===== src/sv/sphf_pkg.sv =====
`timescale 1ns / 1ps
// shared types and constants for the sph pair force pipeline
// no dependencies; used by every module of the block

package sphf_pkg;

   localparam int WORD_BITS = 32;
   localparam int FRAC_BITS = 16;
   localparam int D2_BITS   = 2 * WORD_BITS - 2;

   // configuration register indexes
   localparam logic [1:0] REG_KERNEL_RANGE = 2'd0;
   localparam logic [1:0] REG_SPIKY_GRAD   = 2'd1;
   localparam logic [1:0] REG_VISC_LAP     = 2'd2;
   localparam logic [1:0] REG_VISCOSITY    = 2'd3;

   // result status codes
   localparam logic [1:0] STATUS_OK    = 2'd0;
   localparam logic [1:0] STATUS_SKIP  = 2'd1;
   localparam logic [1:0] STATUS_FAULT = 2'd2;

   // register reset values
   localparam logic [WORD_BITS-2:0] KERNEL_RANGE_RESET = (WORD_BITS-1)'(65536);
   localparam logic [WORD_BITS-1:0] SPIKY_GRAD_RESET   = WORD_BITS'(-625824);
   localparam logic [WORD_BITS-1:0] VISC_LAP_RESET     = WORD_BITS'(258958);
   localparam logic [WORD_BITS-1:0] VISCOSITY_RESET    = '0;

   typedef struct packed {
      logic signed [WORD_BITS-1:0] rel_pos_x;
      logic signed [WORD_BITS-1:0] rel_pos_y;
      logic signed [WORD_BITS-1:0] rel_vel_x;
      logic signed [WORD_BITS-1:0] rel_vel_y;
      logic [WORD_BITS-2:0]        neighbor_mass;
      logic signed [WORD_BITS-1:0] own_pressure;
      logic signed [WORD_BITS-1:0] neighbor_pressure;
      logic [WORD_BITS-2:0]        own_density;
      logic [WORD_BITS-2:0]        neighbor_density;
      logic                        neighbor_is_boundary;
   } req_type;

   typedef struct packed {
      logic signed [WORD_BITS-1:0] force_x;
      logic signed [WORD_BITS-1:0] force_y;
      logic [1:0]                  status;
   } rsp_type;

   // per-pair context carried down the pipeline
   typedef struct packed {
      logic [WORD_BITS-1:0] px;
      logic [WORD_BITS-1:0] py;
      logic [WORD_BITS-1:0] vx;
      logic [WORD_BITS-1:0] vy;
      logic [WORD_BITS-2:0] mass;
      logic [WORD_BITS-2:0] rho_own;
      logic [WORD_BITS-2:0] rho_nb;
      logic [WORD_BITS:0]   psum;
      logic                 pon;
      logic                 von;
      logic                 skip;
      logic [1:0]           status;
      logic [D2_BITS-1:0]   d2;
      logic [WORD_BITS-2:0] root_dist;
      logic [WORD_BITS-1:0] rmd;
      logic [WORD_BITS-1:0] t;
      logic [WORD_BITS-1:0] u;
   } ctx_type;

endpackage


===== src/sv/sphf_sqrt.sv =====
`timescale 1ns / 1ps
// pipelined integer square root, one root bit per stage
// depends on sphf_pkg

module sphf_sqrt #(
   parameter int SIDE_W = 1
) (
   input  logic                              clock,
   input  logic                              reset,
   input  logic                              in_valid,
   input  logic [sphf_pkg::D2_BITS-1:0]      in_n,
   input  logic [SIDE_W-1:0]                 in_side,
   output logic                              out_valid,
   output logic [sphf_pkg::WORD_BITS-2:0]    out_root,
   output logic [SIDE_W-1:0]                 out_side
);

   localparam int W  = sphf_pkg::WORD_BITS;
   localparam int SW = sphf_pkg::D2_BITS + 1;
   localparam int RB = W - 1;

   logic [W-1:0]      v_ff;
   logic [SIDE_W-1:0] side_ff [W];
   logic [SW-1:0]     rem_in  [W-1];
   logic [SW-1:0]     rem_ff  [W-1];
   logic [RB-1:0]     r_in    [W];
   logic [RB-1:0]     r_ff    [W];

   // remainder tracks n - r*r; test adds 2*r*2^b + 4^b
   always_comb begin
      logic [SW-1:0] trial;
      rem_in[0] = SW'(in_n);
      r_in[0]   = '0;
      for (int i = 1; i < W - 1; i++) begin
         trial = (SW'(r_ff[i-1]) << (W - i)) + (SW'(1) << (2 * (W - 1 - i)));
         if (rem_ff[i-1] >= trial) begin
            rem_in[i] = rem_ff[i-1] - trial;
            r_in[i]   = r_ff[i-1] | (RB'(1) << (W - 1 - i));
         end else begin
            rem_in[i] = rem_ff[i-1];
            r_in[i]   = r_ff[i-1];
         end
      end
      trial     = (SW'(r_ff[W-2]) << 1) + SW'(1);
      r_in[W-1] = r_ff[W-2] | ((rem_ff[W-2] >= trial) ? RB'(1) : RB'(0));
   end

   always_ff @(posedge clock) begin
      if (reset) begin
         v_ff <= '0;
      end else begin
         v_ff <= {v_ff[W-2:0], in_valid};
      end
   end

   always_ff @(posedge clock) begin
      side_ff[0] <= in_side;
      r_ff[0]    <= r_in[0];
      rem_ff[0]  <= rem_in[0];
      for (int i = 1; i < W; i++) begin
         side_ff[i] <= side_ff[i-1];
         r_ff[i]    <= r_in[i];
      end
      for (int i = 1; i < W - 1; i++) begin
         rem_ff[i] <= rem_in[i];
      end
   end

   assign out_valid = v_ff[W-1];
   assign out_root  = r_ff[W-1];
   assign out_side  = side_ff[W-1];

endmodule


===== config.mk =====
export PLATFORM = sky130hd
export DESIGN_NAME = sphf_sqrt
export DESIGN_NICKNAME = d
export VERILOG_FILES = /design/src/sv/sphf_pkg.sv /design/src/sv/sphf_sqrt.sv
export SDC_FILE = /design/constraint.sdc
export NUM_CORES = 2
export LEC_CHECK = 0
export BUFFER_PORTS_ARGS = -buffer_cell sky130_fd_sc_hd__buf_2
export CORE_UTILIZATION = 40
export DETAILED_ROUTE_END_ITERATION = 6
export GPL_ROUTABILITY_DRIVEN = 0
export GPL_TIMING_DRIVEN = 0
export PLACE_DENSITY = 0.53
export SLEW_MARGIN = 20
export SYNTH_ARGS = -nofsm -noshare
export SYNTH_HDL_FRONTEND = slang
export SYNTH_SLANG_ARGS = --single-unit

===== constraint.sdc =====
create_clock -name clock -period 4.6 [get_ports clock]
set_input_delay 0.69 -clock clock [delete_from_list [all_inputs] [get_ports clock]]
set_output_delay 0.69 -clock clock [all_outputs]
set_load 0.01 [all_outputs]

==> impl_metrics.env <==
export IMPL_ctsLongestPathBuffers=4
export IMPL_synthesis_area_per_instance_sq_um=9.97
export IMPL_tightest_slew_ps=1340
export IMPL_clock_latency_ps=940
export IMPL_placedCellCount=12700
export IMPL_detail_route_vias_per_cell=5.13
export IMPL_proportion_of_layout_cells_with_a_drive_suffix_above_1=0.0735
export IMPL_regToRegSetupSlack_ps=280
export IMPL_synth_area_leaders="sky130_fd_sc_hd__dfxtp_1 (54%), sky130_fd_sc_hd__ha_1 (7.0%), sky130_fd_sc_hd__xnor2_1 (4.0%)"
export IMPL_holdPathEnd="r_ff[1][420]"
export IMPL_worstReg2RegEnd="rem_ff[1][846]"
export IMPL_max_cap_violations=0
export IMPL_finalPower_mw=67.5
export IMPL_initialDrtViolationCount=4768
export IMPL_tritoncts_clock_tree="yes"
export IMPL_yosysWarnings=0
export IMPL_maxClockFrequency_mhz=232
export IMPL_outcome="completed"
export IMPL_grt_pass1_vias=67200
export IMPL_fp_dieW_um=487
export IMPL_placement_cell_area_sq_um=98400
export IMPL_drt_first_pass_iters=6
export IMPL_worst_setup_path_end_kind="register"
export IMPL_postSynthRegisterBits=2512
export IMPL_crit_reg2reg_launch="r_ff[1][379]"
export IMPL_vdd_drop_max_mv=0.418
export IMPL_cp_startpoint="r_ff[1][379]"
export IMPL_antenna_violating_nets_post_route=0
export IMPL_cp_top_family="buffers and inverters"
export IMPL_synth_top_cell_area_share=0.535
export IMPL_number_of_enable_type_register_cells_in_the_synthesized_netlist=0
export IMPL_dp_hpwl_mm=195
export IMPL_path_class="reg2reg"
export IMPL_period_minus_slack_ps=4320
export IMPL_synth_top_family_by_area="simple AND/OR/NAND/NOR gates"
export IMPL_layout_core_utilization=0.466
export IMPL_fin_crit_sh=0.938
export IMPL_fillers=22000
export IMPL_post_route_cell_area_sq_um=108000
export IMPL_critical_path_slowest_cell="sky130_fd_sc_hd__a21oi_1"
export IMPL_post_synth_top_area_cell="sky130_fd_sc_hd__dfxtp_1"
export IMPL_synth_ff_type="sky130_fd_sc_hd__dfxtp_1"
export IMPL_top_level_ports=99
export IMPL_detail_route_drc_violations=0
export IMPL_syn_num_nets=10000
export IMPL_clock_skew_ps=74.4
export IMPL_overflow=0
export IMPL_start_util=0.403
export IMPL_whs_ps=301
export IMPL_rsz0062_at_grt="false"
export IMPL_final_nets=10500
export IMPL_global_route_wire_length_before_repair_mm=382
export IMPL_critical_path_arrival_ps=5130
export IMPL_holdCritPathClass="reg2reg"
export IMPL_num_vias=67800
export IMPL_yosys_cell_types_count=90
export IMPL_final_setup_viol_count=0
export IMPL_holdPathStages=0
export IMPL_routed_wl_per_cell_um=18.6
export IMPL_fin_cells=13200
export IMPL_yosys_area_share_adder=0.0699
export IMPL_syn_cell_area_sq_um=93900
export IMPL_timing_max_slew_rel_slack=0.0956
export IMPL_setup_tns_ps=0
export IMPL_crit_path_max_incr_delay_ps=540
export IMPL_rows=177
export IMPL_worst_hold_startpoint="r_ff[1][389]"
export IMPL_report_final_hold_viol_count=0
export IMPL_yosys_area_share_simple=0.157
export IMPL_reg2regPathDepth=13
export IMPL_syn_instance_count=9427
export IMPL_h_tree_depth=5
export IMPL_crit_buf_inv=4
export IMPL_worst_path_max_fanout=10
export IMPL_synth_xor_area_frac=0.0797
export IMPL_power_density_nw_per_um2=622
export IMPL_io_buffers=98
export IMPL_power_leakage_nw=48.5
export IMPL_clkTransAtPathRegs_ps=60
export IMPL_timing_critical_path_cells="inv_1 > ha_1 > a21o_1 > a31oi_1 > nor4bb_2 > nor2_1 > a21oi_1 > o21ba_2 > clkbuf_1 > clkbuf_2 > buf_1 > nand2_1 > o21ai_0"
export IMPL_yosysMostFrequentCell="sky130_fd_sc_hd__dfxtp_1"
export IMPL_slew_viol_final=0
export IMPL_numCtsBuffers=287
export IMPL_post_synth_mux_area_share=0.00717
export IMPL_tritoncts_num_sinks=2512
export IMPL_die_area_sq_um=237000
export IMPL_cp_start_kind="register"
export IMPL_synth_top_cells_by_count="sky130_fd_sc_hd__dfxtp_1 (2512), sky130_fd_sc_hd__nand2_1 (676), sky130_fd_sc_hd__inv_1 (669)"
export IMPL_pre_cts_ws_ps=-83.1
export IMPL_antenna_found_initial=13
export IMPL_placeableCoreArea_sq_um=233000
export IMPL_grt_max_degree=17
export IMPL_clock_root_buffer="sky130_fd_sc_hd__clkbuf_16"
export IMPL_postRouteWirelength_mm=246
export IMPL_async_flop_share=0
export IMPL_yosysSeqAreaShare=0.535
export IMPL_worst_endpoint_required_ps=5410
export IMPL_synth_compound_area_share=0.113
export IMPL_synthToLayoutAreaGrowth_pct=15.5
export IMPL_floorplan_die_height_um=487
export IMPL_final_critical_path_setup_slack_ps=283
export IMPL_overall_global_routing_resource_usage=0.205
## final cells by class
type                       count  area (sq um)  area share
tap                         3132          3920      0.0361
buffer                       234          1030     0.00947
antenna                        3          7.51   0.0000692
multi-input combinational   6007         40200       0.371
clock inverter               103          1200      0.0111
clock buffer                 381          8120      0.0749
inverter                     673          2530      0.0233
timing repair buffer         167          1170      0.0108
sequential                  2512         50300       0.464
## report_power, final
part	total (mW)	internal [mW]	leakage, nW	switching [mW]
clock network	22.2	13.6	4.56	8.63
logic	14.6	6.21	22.9	8.36
registers	30.7	26.4	21.0	4.29
## what timing repair did
| item | CTS | global route |
|---|---|---|
| hold buffers | 65 | 0 |
| setup endpoints to repair | 14 | 96 |
| gates resized for setup | 2 | 15 |
| hold endpoints to repair | 65 | 0 |
| pin swaps | 0 | 1 |
| setup buffers | 0 | 0 |
## metal layers
layer  vias to the layer above  track usage  part of all wire
met1                     32000        0.271              0.46
met3                       363       0.0366             0.052
met4                         2       0.0572             0.023
met5                         -            0          0.000053
met2                      1655        0.339              0.46
li1                      33700            -                 -
## sequential cells by signal (all words and copies together) (netlist names)
signal	count
r_ff	496
side_ff	32
rem_ff	1952
v_ff	32
## cells by family after synthesis
group / after synthesis
compound gates: 1734
xor+xnor: 855
simple gates: 2832
buf+inv: 908
mux: 61
fa+ha+maj: 525
flops: 2512
## layout by cell type (no fill, tap or decap), types with 46 or more instances in the layout
cell type and n:
sky130_fd_sc_hd__dfxtp_1 2512, sky130_fd_sc_hd__nand2_1 676, sky130_fd_sc_hd__inv_1 669, sky130_fd_sc_hd__nor2_1 559, sky130_fd_sc_hd__ha_1 525, sky130_fd_sc_hd__o21ai_0 524
sky130_fd_sc_hd__a21oi_1 497, sky130_fd_sc_hd__xnor2_1 432, sky130_fd_sc_hd__xor2_1 423, sky130_fd_sc_hd__nor4_1 368, sky130_fd_sc_hd__clkbuf_16 293, sky130_fd_sc_hd__nor3_1 257
sky130_fd_sc_hd__clkbuf_1 211, sky130_fd_sc_hd__a21o_1 205, sky130_fd_sc_hd__nand4_1 168, sky130_fd_sc_hd__nand3_1 136, sky130_fd_sc_hd__or3_1 120, sky130_fd_sc_hd__buf_2 112
sky130_fd_sc_hd__nor2b_1 97, sky130_fd_sc_hd__o21a_1 95, sky130_fd_sc_hd__nand2b_1 85, sky130_fd_sc_hd__or4_1 71, sky130_fd_sc_hd__dlygate4sd3_1 65, sky130_fd_sc_hd__a211oi_1 56
sky130_fd_sc_hd__o21bai_1 52, sky130_fd_sc_hd__mux2_2 50, sky130_fd_sc_hd__clkinv_2 48, sky130_fd_sc_hd__clkbuf_8 46
## worst max-delay path by stage
stage,end,depth (start not counted)
after floorplan,rem_ff[1][755],12
after global placement,rem_ff[1][562],15
after detailed placement,rem_ff[1][744],12
after CTS,rem_ff[1][617],12
after global routing,rem_ff[1][500],12
final,rem_ff[1][846],13
No activity file was read; power rests on OpenSTA's default activity.
