$ cat src/sv/sphf_pkg.sv
`timescale 1ns / 1ps
// shared types and constants for the sph pair force pipeline
// no dependencies; used by every module of the block

package sphf_pkg;

   localparam int WORD_BITS = 32;
   localparam int FRAC_BITS = 16;
   localparam int D2_BITS   = 2 * WORD_BITS - 2;

   // configuration register indexes
   localparam logic [1:0] REG_KERNEL_RANGE = 2'd0;
   localparam logic [1:0] REG_SPIKY_GRAD   = 2'd1;
   localparam logic [1:0] REG_VISC_LAP     = 2'd2;
   localparam logic [1:0] REG_VISCOSITY    = 2'd3;

   // result status codes
   localparam logic [1:0] STATUS_OK    = 2'd0;
   localparam logic [1:0] STATUS_SKIP  = 2'd1;
   localparam logic [1:0] STATUS_FAULT = 2'd2;

   // register reset values
   localparam logic [WORD_BITS-2:0] KERNEL_RANGE_RESET = (WORD_BITS-1)'(65536);
   localparam logic [WORD_BITS-1:0] SPIKY_GRAD_RESET   = WORD_BITS'(-625824);
   localparam logic [WORD_BITS-1:0] VISC_LAP_RESET     = WORD_BITS'(258958);
   localparam logic [WORD_BITS-1:0] VISCOSITY_RESET    = '0;

   typedef struct packed {
      logic signed [WORD_BITS-1:0] rel_pos_x;
      logic signed [WORD_BITS-1:0] rel_pos_y;
      logic signed [WORD_BITS-1:0] rel_vel_x;
      logic signed [WORD_BITS-1:0] rel_vel_y;
      logic [WORD_BITS-2:0]        neighbor_mass;
      logic signed [WORD_BITS-1:0] own_pressure;
      logic signed [WORD_BITS-1:0] neighbor_pressure;
      logic [WORD_BITS-2:0]        own_density;
      logic [WORD_BITS-2:0]        neighbor_density;
      logic                        neighbor_is_boundary;
   } req_type;

   typedef struct packed {
      logic signed [WORD_BITS-1:0] force_x;
      logic signed [WORD_BITS-1:0] force_y;
      logic [1:0]                  status;
   } rsp_type;

   // per-pair context carried down the pipeline
   typedef struct packed {
      logic [WORD_BITS-1:0] px;
      logic [WORD_BITS-1:0] py;
      logic [WORD_BITS-1:0] vx;
      logic [WORD_BITS-1:0] vy;
      logic [WORD_BITS-2:0] mass;
      logic [WORD_BITS-2:0] rho_own;
      logic [WORD_BITS-2:0] rho_nb;
      logic [WORD_BITS:0]   psum;
      logic                 pon;
      logic                 von;
      logic                 skip;
      logic [1:0]           status;
      logic [D2_BITS-1:0]   d2;
      logic [WORD_BITS-2:0] root_dist;
      logic [WORD_BITS-1:0] rmd;
      logic [WORD_BITS-1:0] t;
      logic [WORD_BITS-1:0] u;
   } ctx_type;

endpackage

$ cat src/sv/sphf_mulq.sv
`timescale 1ns / 1ps
// two-stage fixed point multiplier lanes: product, then shift and saturate
// depends on sphf_pkg

module sphf_mulq #(
   parameter int LANES  = 1,
   parameter int SIDE_W = 1
) (
   input  logic                                          clock,
   input  logic                                          reset,
   input  logic                                          in_valid,
   input  logic [LANES-1:0][sphf_pkg::WORD_BITS:0]       in_a,
   input  logic [LANES-1:0][sphf_pkg::WORD_BITS:0]       in_b,
   input  logic [SIDE_W-1:0]                             in_side,
   output logic                                          out_valid,
   output logic [LANES-1:0][sphf_pkg::WORD_BITS-1:0]     out_res,
   output logic [SIDE_W-1:0]                             out_side
);

   localparam int W  = sphf_pkg::WORD_BITS;
   localparam int F  = sphf_pkg::FRAC_BITS;
   localparam int PW = 2 * W + 2;

   logic [LANES-1:0][W:0]    mag_a;
   logic [LANES-1:0][W:0]    mag_b;
   logic [LANES-1:0]         neg_in;
   logic [LANES-1:0]         neg_ff;
   logic [LANES-1:0][PW-1:0] prod_in;
   logic [LANES-1:0][PW-1:0] prod_ff;
   logic [LANES-1:0][PW-1:0] shf;
   logic [LANES-1:0][PW-1:0] lim;
   logic [LANES-1:0][PW-1:0] mv;
   logic [LANES-1:0][W-1:0]  res_in;
   logic [LANES-1:0][W-1:0]  res_ff;
   logic                     p_valid_ff;
   logic                     r_valid_ff;
   logic [SIDE_W-1:0]        p_side_ff;
   logic [SIDE_W-1:0]        r_side_ff;

   // magnitudes and full product
   always_comb begin
      for (int l = 0; l < LANES; l++) begin
         mag_a[l]   = in_a[l][W] ? (~in_a[l] + (W+1)'(1)) : in_a[l];
         mag_b[l]   = in_b[l][W] ? (~in_b[l] + (W+1)'(1)) : in_b[l];
         neg_in[l]  = in_a[l][W] ^ in_b[l][W];
         prod_in[l] = PW'(mag_a[l]) * PW'(mag_b[l]);
      end
   end

   // drop fraction bits, saturate, restore sign
   always_comb begin
      for (int l = 0; l < LANES; l++) begin
         shf[l]    = prod_ff[l] >> F;
         lim[l]    = (PW'(1) << (W - 1)) - (neg_ff[l] ? PW'(0) : PW'(1));
         mv[l]     = (shf[l] > lim[l]) ? lim[l] : shf[l];
         res_in[l] = neg_ff[l] ? (~mv[l][W-1:0] + W'(1)) : mv[l][W-1:0];
      end
   end

   always_ff @(posedge clock) begin
      if (reset) begin
         p_valid_ff <= 1'b0;
         r_valid_ff <= 1'b0;
      end else begin
         p_valid_ff <= in_valid;
         r_valid_ff <= p_valid_ff;
      end
   end

   always_ff @(posedge clock) begin
      prod_ff   <= prod_in;
      neg_ff    <= neg_in;
      p_side_ff <= in_side;
      res_ff    <= res_in;
      r_side_ff <= p_side_ff;
   end

   assign out_valid = r_valid_ff;
   assign out_res   = res_ff;
   assign out_side  = r_side_ff;

endmodule

$ cat config.mk
export PLATFORM = sky130hd
export DESIGN_NAME = sphf_mulq
export DESIGN_NICKNAME = d
export VERILOG_FILES = /design/src/sv/sphf_pkg.sv /design/src/sv/sphf_mulq.sv
export SDC_FILE = /design/constraint.sdc
export NUM_CORES = 2
export LEC_CHECK = 0
export ABC_AREA = 1
export BUFFER_PORTS_ARGS = -buffer_cell sky130_fd_sc_hd__buf_4
export CAP_MARGIN = 10
export CORE_MARGIN = 1.5
export CORE_UTILIZATION = 67
export DETAILED_ROUTE_END_ITERATION = 8
export GPL_TIMING_DRIVEN = 0
export PLACE_DENSITY = 0.91
export SLEW_MARGIN = 30
export SYNTH_ARGS = -nofsm -noshare
export SYNTH_HDL_FRONTEND = slang
export SYNTH_SLANG_ARGS = --single-unit
$ cat constraint.sdc
create_clock -name clock -period 10.33 [get_ports clock]
set_input_delay 1.5495 -clock clock [delete_from_list [all_inputs] [get_ports clock]]
set_output_delay 1.5495 -clock clock [all_outputs]
set_load 0.01 [all_outputs]
==> impl_metrics.py <==
metrics = {
    "setup_path": {
        "setup.reg_to_reg.worst_slack_ps": 4730,
        "cp_slowest_cell": "sky130_fd_sc_hd__clkbuf_1",
        "worst_ep_arrival_time_ps": 10880,
        "cpPeakStageDelay_ps": 910,
        "worst_r2r_endpoint": "out_res[24]",
        "most_prevalent_standard_cell_on_the_critical_path": "sky130_fd_sc_hd__fa_1",
        "path_max_fanout": 10,
        "worst_reg2reg_path_length_in_cells": 21,
        "timing.setup.critical_path_class": "in2reg",
        "cp-start-kind": "primary input",
        "cp-end-kind": "flip-flop",
        "rr_startpoint": "neg_ff",
        "cp.required_ps": 10570,
    },
    "floorplan": {
        "boundaryPins": 104,
        "dieArea_um2": 62860,
        "floorplan.initialDensity_pct": 67.99,
        "core-area_um2": 60470,
        "fp.dieW_um": 250.7,
        "die_height_um": 250.7,
        "floorplan.rows": 90,
    },
    "timing": {
        "timing_worst_slew_pin_value_ps": 1222,
        "finalClockSkew_ps": 7.923,
        "layout_min_cycle_time_ps": 10640,
        "fin_crit_sh_pct": 103.0,
        "final_critical_path_setup_slack_ps": -311.6,
        "setup_viol": 34,
        "minimum_hold_slack_ps": 349.2,
        "relSlewSlack_pct": 18.50,
        "finalHoldViolCount": 0,
        "max_freq_mhz": 93.97,
        "fin_max_slew_vios": 0,
    },
    "detailed_routing": {
        "drc_errors": 1,
        "drt_pass1_iterations": 9,
        "ant_nets": 0,
        "viasPerCell": 6.145,
        "met1Wirelength_mm": 53.21,
        "number_of_design_rule_violations_left_by_the_first_detailed_router_iteration": 5276,
        "met2RoutedLength_mm": 67.14,
        "routed_length_on_met3_mm": 27.93,
        "num_vias": 38630,
        "wl_per_cell_um": 26.49,
        "drt-total-wl_mm": 166.5,
        "max_used_layer": "met5",
    },
    "layout": {
        "areaGrowthSynthToFinish_pct": 9.036,
        "layout.nets": 6815,
        "drive_gt1_share_pct": 9.951,
        "filler_cell_count": 4562,
    },
    "synthesis": {
        "yosysWarnings": 0,
        "synth_enable_flop_cells": 0,
        "synth_area_per_cell_um2": 7.711,
        "postSynthNetCount": 6655,
        "ys_seq_elements": 87,
        "netlist_area_um2": 41110,
        "proportion_of_synthesized_flip_flops_having_asynchronous_set_or_reset_pct": 0,
        "gate_count_of_the_mapped_netlist": 5332,
        "synth.yosys.seq_area_share_pct": 4.236,
        "commonest_register_cell_after_synthesis": "sky130_fd_sc_hd__dfxtp_1",
        "number_of_distinct_library_cells_after_synthesis": 55,
    },
    "placement": {
        "gp_congestion": 1.071,
        "dp.final_hpwl_mm": 134.0,
        "numPortBuffers": 102,
        "post-place-ws_ps": -3096,
    },
    "worst_hold_path": {
        "whs_path_depth": 0,
        "hold_start": "p_side_ff",
        "holdPathEnd": "out_side",
        "hp-class": "reg2reg",
    },
    "grt": {
        "first_global_vias": 39100,
        "wire_length_of_the_first_global_routing_pass_mm": 239.4,
        "global_route.usage.total_pct": 53.28,
        "largest_net_degree_at_the_start_of_global_routing": 36,
        "antenna_violations_before_repair": 12,
        "grt_overflow_total": 0,
    },
    "clocking": {
        "htree_levels": 3,
        "clockBufferDepth": 2,
        "cts_inserted_buffers": 9,
        "path_clk_slew_ps": 70,
        "cts.root.buffer_cell": "sky130_fd_sc_hd__clkbuf_16",
        "ctsHoldBuffers": 0,
        "cts_tree": "built",
        "clock_insertion_delay_worst_skew_ps": 360,
        "numClockSinks": 87,
    },
    "status": {
        "outcome": "finished with violations",
        "violated_checks": "design-rule violations, negative setup slack",
    },
    "flow_run": {
        "drv_cap": 0,
    },
}
## kinds of logic after synthesis
group / after synthesis / synth area share [%]
AOI/OAI and AO/OA: 279 / 3.740
xor gates and xnor gates: 79 / 1.683
adders and majority gates: 1253 / 55.61
buffers and inverters: 1585 / 14.74
DFF: 87 / 4.236
muxes: 1 / 0.02739
and+or+nand+nor: 2048 / 19.96
## Yosys cell counts, drive strengths merged, types with 57 or more instances
cell type     n  area [um2]
clkbuf      130       488.0
o21ai        86       434.2
buf          57       320.3
nand3        99       515.5
dfxtp        87        1742
nor2        705        2696
xor2         61       534.3
nand2      1143        4328
ha          296        3704
a21oi       126       630.6
inv        1382        5187
fa          957       19160
## placed cells by master (no fill, tap or decap), types with 6 or more instances in the layout
master                          n
sky130_fd_sc_hd__ha_1         286
sky130_fd_sc_hd__o21ai_1       16
sky130_fd_sc_hd__clkbuf_2      45
sky130_fd_sc_hd__nor2_2        22
sky130_fd_sc_hd__clkbuf_4      17
sky130_fd_sc_hd__ha_4           7
sky130_fd_sc_hd__nor3_2         6
sky130_fd_sc_hd__xor2_1        55
sky130_fd_sc_hd__nor4_1         7
sky130_fd_sc_hd__dfxtp_1       86
sky130_fd_sc_hd__clkbuf_1      59
sky130_fd_sc_hd__nor3_1        22
sky130_fd_sc_hd__or2_2         16
sky130_fd_sc_hd__fa_2          14
sky130_fd_sc_hd__o21ai_0       63
sky130_fd_sc_hd__clkinvlp_4    14
sky130_fd_sc_hd__a21oi_2       13
sky130_fd_sc_hd__diode_2        7
sky130_fd_sc_hd__fa_1         943
sky130_fd_sc_hd__clkbuf_16      9
sky130_fd_sc_hd__nor2_4        14
sky130_fd_sc_hd__inv_2         27
sky130_fd_sc_hd__inv_1       1340
sky130_fd_sc_hd__buf_4        165
sky130_fd_sc_hd__a31oi_1       26
sky130_fd_sc_hd__buf_2         29
sky130_fd_sc_hd__xnor2_1       16
sky130_fd_sc_hd__nor2_1       669
sky130_fd_sc_hd__nand3_1       89
sky130_fd_sc_hd__nand3_2        8
sky130_fd_sc_hd__buf_6          8
sky130_fd_sc_hd__o21a_1         9
sky130_fd_sc_hd__inv_6          6
sky130_fd_sc_hd__nand4_1       18
sky130_fd_sc_hd__nand2_4       16
sky130_fd_sc_hd__a21oi_1      110
sky130_fd_sc_hd__nand3b_1      11
sky130_fd_sc_hd__nand2_1     1085
sky130_fd_sc_hd__nand2_2       41
## area by class of cell
type                    count  area (um2)  share of cell area, %
diodes                      7       17.52                0.03908
plain buffers             181        1044                  2.328
clock buffers              10       229.0                 0.5108
clock inverters             6       50.05                 0.1116
inverters                1398        5366                  11.97
multi-input cells        3660       34200                  76.30
flip-flops and latches     87        1743                  3.888
well taps                 782       978.4                  2.183
repair buffers            155        1196                  2.668
## metal layers
| layer | vias to the layer above | global-route usage, % |
|---|---|---|
| met3 | 1103 | 23.19 |
| met1 | 18370 | 62.64 |
| met2 | 3467 | 75.40 |
| li1 | 15670 | - |
| met4 | 10 | 43.67 |
| met5 | - | 2.085 |
## stage by stage
stage / instances / utilization [%] / setup TNS, ps / instance area, um2
after floorplan: 5332 / - / 0 / 41110
after global placement: 6216 / 70.87 / -117830 / 42860
after detailed placement: 6218 / 70.98 / -119450 / 42920
after CTS: 6245 / 72.18 / -87.12 / 43650
after global routing: 6280 / 74.11 / -5482 / 44810
final: 6286 / 74.13 / -6207 / 44830
## worst max-delay path: cells and delay by family
family | cells | cell delay [ps]
and+or+nand+nor | 5 | 890
AOI/OAI and AO/OA | 6 | 910
buffers and inverters | 10 | 3270
adders and majority gates | 9 | 4070
xor gates and xnor gates | 1 | 150
## timing repair
item                       4_1_cts  5_1_grt
gates resized for setup        126      314
setup endpoints to repair       50       44
pin swaps                        5       50
setup buffers                   14       36
## worst max-delay path by stage
stage                        endpoint  cells after the start     start
final                     prod_ff[56]                     31  in_a[32]
after global routing      prod_ff[60]                     43   in_a[2]
after CTS                 prod_ff[61]                     37   in_b[0]
after detailed placement  prod_ff[61]                     35   in_a[0]
after global placement    prod_ff[61]                     35   in_a[0]
after floorplan           prod_ff[64]                     40   in_a[0]
## state kept, by name, summed over array words and instances (netlist names)
register and count:
prod_ff 50, out_res 32, neg_ff 1, out_side 1, out_valid 1, p_side_ff 1, p_valid_ff 1
Power is not shown: default switching activity piles up to over one toggle a cycle in this logic, so the estimate is an artifact.
